--- config.mk ---
export PLATFORM = sky130hd
export DESIGN_NAME = fpa_mul
export DESIGN_NICKNAME = d
export VERILOG_FILES = /design/src/sv/fpa_pkg.sv /design/src/sv/fpa_mul.sv
export SDC_FILE = /design/constraint.sdc
export NUM_CORES = 2
export LEC_CHECK = 0
export BUFFER_PORTS_ARGS = -buffer_cell sky130_fd_sc_hd__buf_2
export CORE_MARGIN = 2
export CORE_UTILIZATION = 40
export CTS_CLUSTER_DIAMETER = 150
export CTS_CLUSTER_SIZE = 24
export DETAILED_ROUTE_END_ITERATION = 10
export GPL_TIMING_DRIVEN = 0
export PLACE_DENSITY = 0.65
export SYNTH_ARGS = -nofsm -noshare
export SYNTH_HDL_FRONTEND = slang
export SYNTH_SLANG_ARGS = --single-unit
--- constraint.sdc ---
create_clock -name aclk -period 7.5 [get_ports aclk]
set_input_delay 1.125 -clock aclk [delete_from_list [all_inputs] [get_ports aclk]]
set_output_delay 1.125 -clock aclk [all_outputs]
set_load 0.1 [all_outputs]
--- src/sv/fpa_pkg.sv ---
package fpa_pkg;

    localparam int DATA_W        = 32;
    localparam int OP_W          = 4;
    localparam int FRAC_BITS_DEF = 8;

    // operation codes
    localparam logic [OP_W-1:0] OP_ADD      = 4'd0;
    localparam logic [OP_W-1:0] OP_SUB      = 4'd1;
    localparam logic [OP_W-1:0] OP_MUL      = 4'd2;
    localparam logic [OP_W-1:0] OP_DIV      = 4'd3;
    localparam logic [OP_W-1:0] OP_MIN      = 4'd4;
    localparam logic [OP_W-1:0] OP_MAX      = 4'd5;
    localparam logic [OP_W-1:0] OP_INC      = 4'd6;
    localparam logic [OP_W-1:0] OP_DEC      = 4'd7;
    localparam logic [OP_W-1:0] OP_TO_INT   = 4'd8;
    localparam logic [OP_W-1:0] OP_FROM_INT = 4'd9;

    // per-transaction data that travels beside the divider
    typedef struct packed {
        logic [OP_W-1:0]   op;
        logic [DATA_W-1:0] val;
        logic              lt;
        logic              eq;
        logic              gt;
        logic              dz;
        logic              neg;
    } side_t;

endpackage

--- src/sv/fpa_mul.sv ---
module fpa_mul
    import fpa_pkg::*;
#(
    parameter int FRAC_BITS = FRAC_BITS_DEF
) (
    input  logic                     aclk,
    input  logic                     en,
    input  logic signed [DATA_W-1:0] a,
    input  logic signed [DATA_W-1:0] b,
    output logic        [DATA_W-1:0] val
);

    logic signed [2*DATA_W-1:0] prod_reg;
    logic signed [2*DATA_W-1:0] shifted;

    // full product, then arithmetic shift and truncation
    assign shifted = prod_reg >>> FRAC_BITS;

    always_ff @(posedge aclk) begin
        if (en) begin
            prod_reg <= a * b;
        end
    end

    assign val = shifted[DATA_W-1:0];

endmodule

# Word level (Yosys, flattened, before mapping)
# Index checks and enable logic that the tools add are counted.
word_totals:
  out_inout_bits: 32
  register_bits: 40
  wordCells: 2
  input_bits: 66
classes:
  n_mul: 1
ops:
  columns: ["operator", "count"]
  rows:
  - ["multiplier 32 x 32 -> 40 bit", 1]

# Depth between registers and ports, before layout
logic_depth:
  ltp_word: 1
  mapped_depth: 28
  depth_no_buf: 26

# Worst setup path after synthesis
# No wires, ideal clock.
synth_path:
  path_type: "input to register"
  startpoint: "input port a[11]"
  endpoint: "register prod_reg[36] (data pin)"
  setup_time_ps: 259
  stages: 24
  slack_ps: -216
  arrival_ps: 7457
  path_buffers: 2
  t_required_ps: 7241
  path_cell_list: "clkbuf_1 -> clkbuf_1 -> and2_1 -> fa_1 -> fa_1 -> fa_1 -> inv_1 -> fa_1 -> inv_1 -> fa_1 -> inv_1 -> fa_1 -> inv_1 -> fa_1 -> fa_1 -> ha_1 -> a21o_1 -> a21o_1 -> a211oi_2 -> a21oi_2 -> o2111a_1 -> or3_4 -> a21oi_2 -> xnor2_1"
synth_via:
  elab_chain_cells: 1
synth_rtl:
  columns: ["item", "line", "rtl"]
  rows:
  - ["from (decl)", "fpa_mul.sv:8", "input logic signed [DATA_W-1:0] a,"]
  - ["multiplier 32 x 32 -> 40 bit", "fpa_mul.sv:21", "prod_reg <= a * b;"]
  - ["to (signal assigned)", "fpa_mul.sv:21", null]
  - ["to (decl)", "fpa_mul.sv:13", "logic signed [2*DATA_W-1:0] prod_reg;"]
# No other way between the ends.
# A chain may end at the register's enable or synchronous reset.

# Worst setup path in the final report
layout_path:
  startpoint: "input port b[24]"
  endpoint: "register prod_reg[36] (data pin)"
layout_via:
  elab_chain_cells: 1
layout_rtl:
  columns: ["item", "line", "rtl"]
  rows:
  - ["from (decl)", "fpa_mul.sv:9", "input logic signed [DATA_W-1:0] b,"]
  - ["multiplier 32 x 32 -> 40 bit", "fpa_mul.sv:21", null]
# No other way between the ends.

==> results.yml <==
status:
  status: "finished, violations left"
  violations: "setup timing"
finish:
  utilization_pct: 46.1
  drive_gt1_share_pct: 11.8
  seq_area_um2: 961
  syn2layout_area_growth_pct: 14.2
  finish.instance_area_um2: 27700
  largest_reg_flops: 32
  fin_nets: 3606
  mostFrequentLayoutCell: "inv_1"
  multi_input_area_um2: 20600
  layout_common_cells: "692 x inv_1, 632 x fa_1, 428 x and2_1, 319 x nand2_1, 145 x ha_1"
  fillers: 5816
place:
  dp_slack_ns: -2.39
  gp_congestion: 0.996
  portBuffers: 92
  dpl_cell_area_um2: 25800
  dp_hpwl_mm: 66.6
synth:
  ys_warn_count: 0
  synth_area_leader_cell: "fa_1"
  dominantRegCellSynth: "edfxtp_1"
  synth_edf_count: 32
  synth_top_area_share_pct: 53.0
  synth.avg_cell_area_um2: 9.27
  ys_ff_latch: 32
  yosysSeqAreaShare_pct: 3.96
  syn_area_um2: 24300
  synthCells: 2618
  synth.distinct_cells: 42
  synthTopCellsByArea: "fa_1 53%, and2_1 11%, inv_1 11%, ha_1 8.0%, nand2_1 4.9%"
  synth_fp_nets: 3481
  synthArstFlopShare_pct: 0
clock_network:
  clk_path_buf_depth: 2
  clk_pin_slew_worst_paths_ns: 0.09
  cts.sinks: 32
  cts_htree_levels: 2
  cts_hold_buffers: 0
  cts_made_buffers: 5
  cts_root_buf: "clkbuf_16"
  cts_tree: "built"
timing:
  fin_hold_ws_ns: 1.50
  rsz0062_at_grt: "yes"
  fin_crit_ns: 7.62
  slew_violations: 0
  max_freq_mhz: 131
  setup_viol: 6
  finalHoldViolCount: 0
  finalWorstSetupSlack_ns: -0.117
  relSlewSlack_pct: 33.9
  finalCritPeriodShare_pct: 102
  tightestPinTransition_ns: 0.992
job:
  cap_violations: 0
detailed_routing:
  wl_met1_mm: 31.5
  drc: 0
  drt-total-wl_mm: 81.0
  routedWlPerCell_um: 23.0
  met2_length_mm: 36.4
  drt_iter0_drc: 1421
  top_layer_used: "met5"
  ant_nets: 0
  firstDrtPassIters: 6
  vias: 18100
  post_drt_via_cell_ratio: 5.12
  wl_met3_mm: 7.57
setup_path:
  cp-end-kind: "register"
  critPathMaxFanout: 10
  required_ns: 7.61
  cp.arrival_ns: 7.73
  start_kind: "input pin"
  worstSetupPathType: "input pin to register"
grt:
  overflow: 0
  grt_pass1_wl_mm: 123
  grt_max_degree: 33
  first_global_vias: 19800
  grt_util_all_layers_pct: 27.0
  antenna_found_initial: 9
floorplan:
  ioPinCount: 98
  start_util_pct: 40.4
  core_area_um2: 60100
  die_y_um: 250
  row_count: 90
  dieArea_um2: 62700
  fp.dieW_um: 250
hold_path:
  hold_class: "input pin to register"
  holdPathStages: 1
cell type report:
cell class	instances	share of cell area [%]
multi-input combinational	1757	74.2
inverter	696	9.43
buffer	121	5.40
tap	782	3.53
sequential	32	3.47
timing repair buffer	130	3.41
clock buffer	5	0.451
clock inverter	3	0.0858
antenna	4	0.0361
Yosys cell counts, types with 2 or more instances:
master,n
nor2b_1,3
xor2_1,17
o211ai_1,4
nand4_1,5
o21bai_1,2
a311oi_1,2
nand2_1,320
a221oi_1,2
and2_1,436
a21oi_2,3
nand3_1,4
buf_2,3
o21ai_0,10
a21oi_1,25
a21o_1,14
inv_1,696
xnor2_1,65
and3_1,2
fa_1,642
edfxtp_1,32
clkbuf_1,130
nor2_1,18
nor3_1,2
nand2b_1,7
ha_1,155
a211oi_1,3
layer usage:
layer,up-vias,GRT usage [%]
li1,7626,-
met1,9330,34.9
met2,883,41.9
met3,235,6.17
met4,4,15.6
met5,-,0
final timing paths:
| kind | slack, ns | endpoint | startpoint |
|---|---|---|---|
| min | 1.50 | prod_reg[9] | en |
| max | -0.12 | prod_reg[36] | b[24] |
stage by stage:
step / cells / TNS, ns
6_report: 3530 / -0.406
5_1_grt: 3527 / -2.19
4_1_cts: 3522 / -0.0887
3_5_place_dp: 3492 / -45.85
3_3_place_gp: 3492 / -44.96
2_1_floorplan: 2618 / -0.0312
kinds of logic after synthesis:
logic type | count (synthesis) | synth area share, %
xor gates and xnor gates | 82 | 2.96
DFF | 32 | 3.96
AOI/OAI and AO/OA | 76 | 2.10
and+or+nand+nor | 802 | 17.2
buffers and inverters | 829 | 12.8
adders and majority gates | 797 | 60.9
repair_timing:
item | 4_1_cts | 5_1_grt
setup buffers | 33 | 4
gates cloned | 1 | 0
setup endpoints to repair | 27 | 19
pin swaps | 36 | 21
gates resized for setup | 355 | 64
critical path, stage by stage:
cell and delay, ns:
buf_2 0.22, clkbuf_2 0.29, nand2_1 0.11, fa_1 0.51, inv_1 0.05, fa_1 0.48
fa_1 0.60, fa_1 0.50, fa_1 0.58, fa_1 0.62, fa_1 0.47, fa_2 0.59
ha_4 0.22, a21o_1 0.17, a21o_1 0.20, a21oi_4 0.17, o22ai_4 0.16, or3_4 0.41
a21oi_2 0.15, xnor2_1 0.08
Power is left out: the tool's default activity adds up to more than one toggle a clock period on the data nets, which glitch-free logic cannot reach.
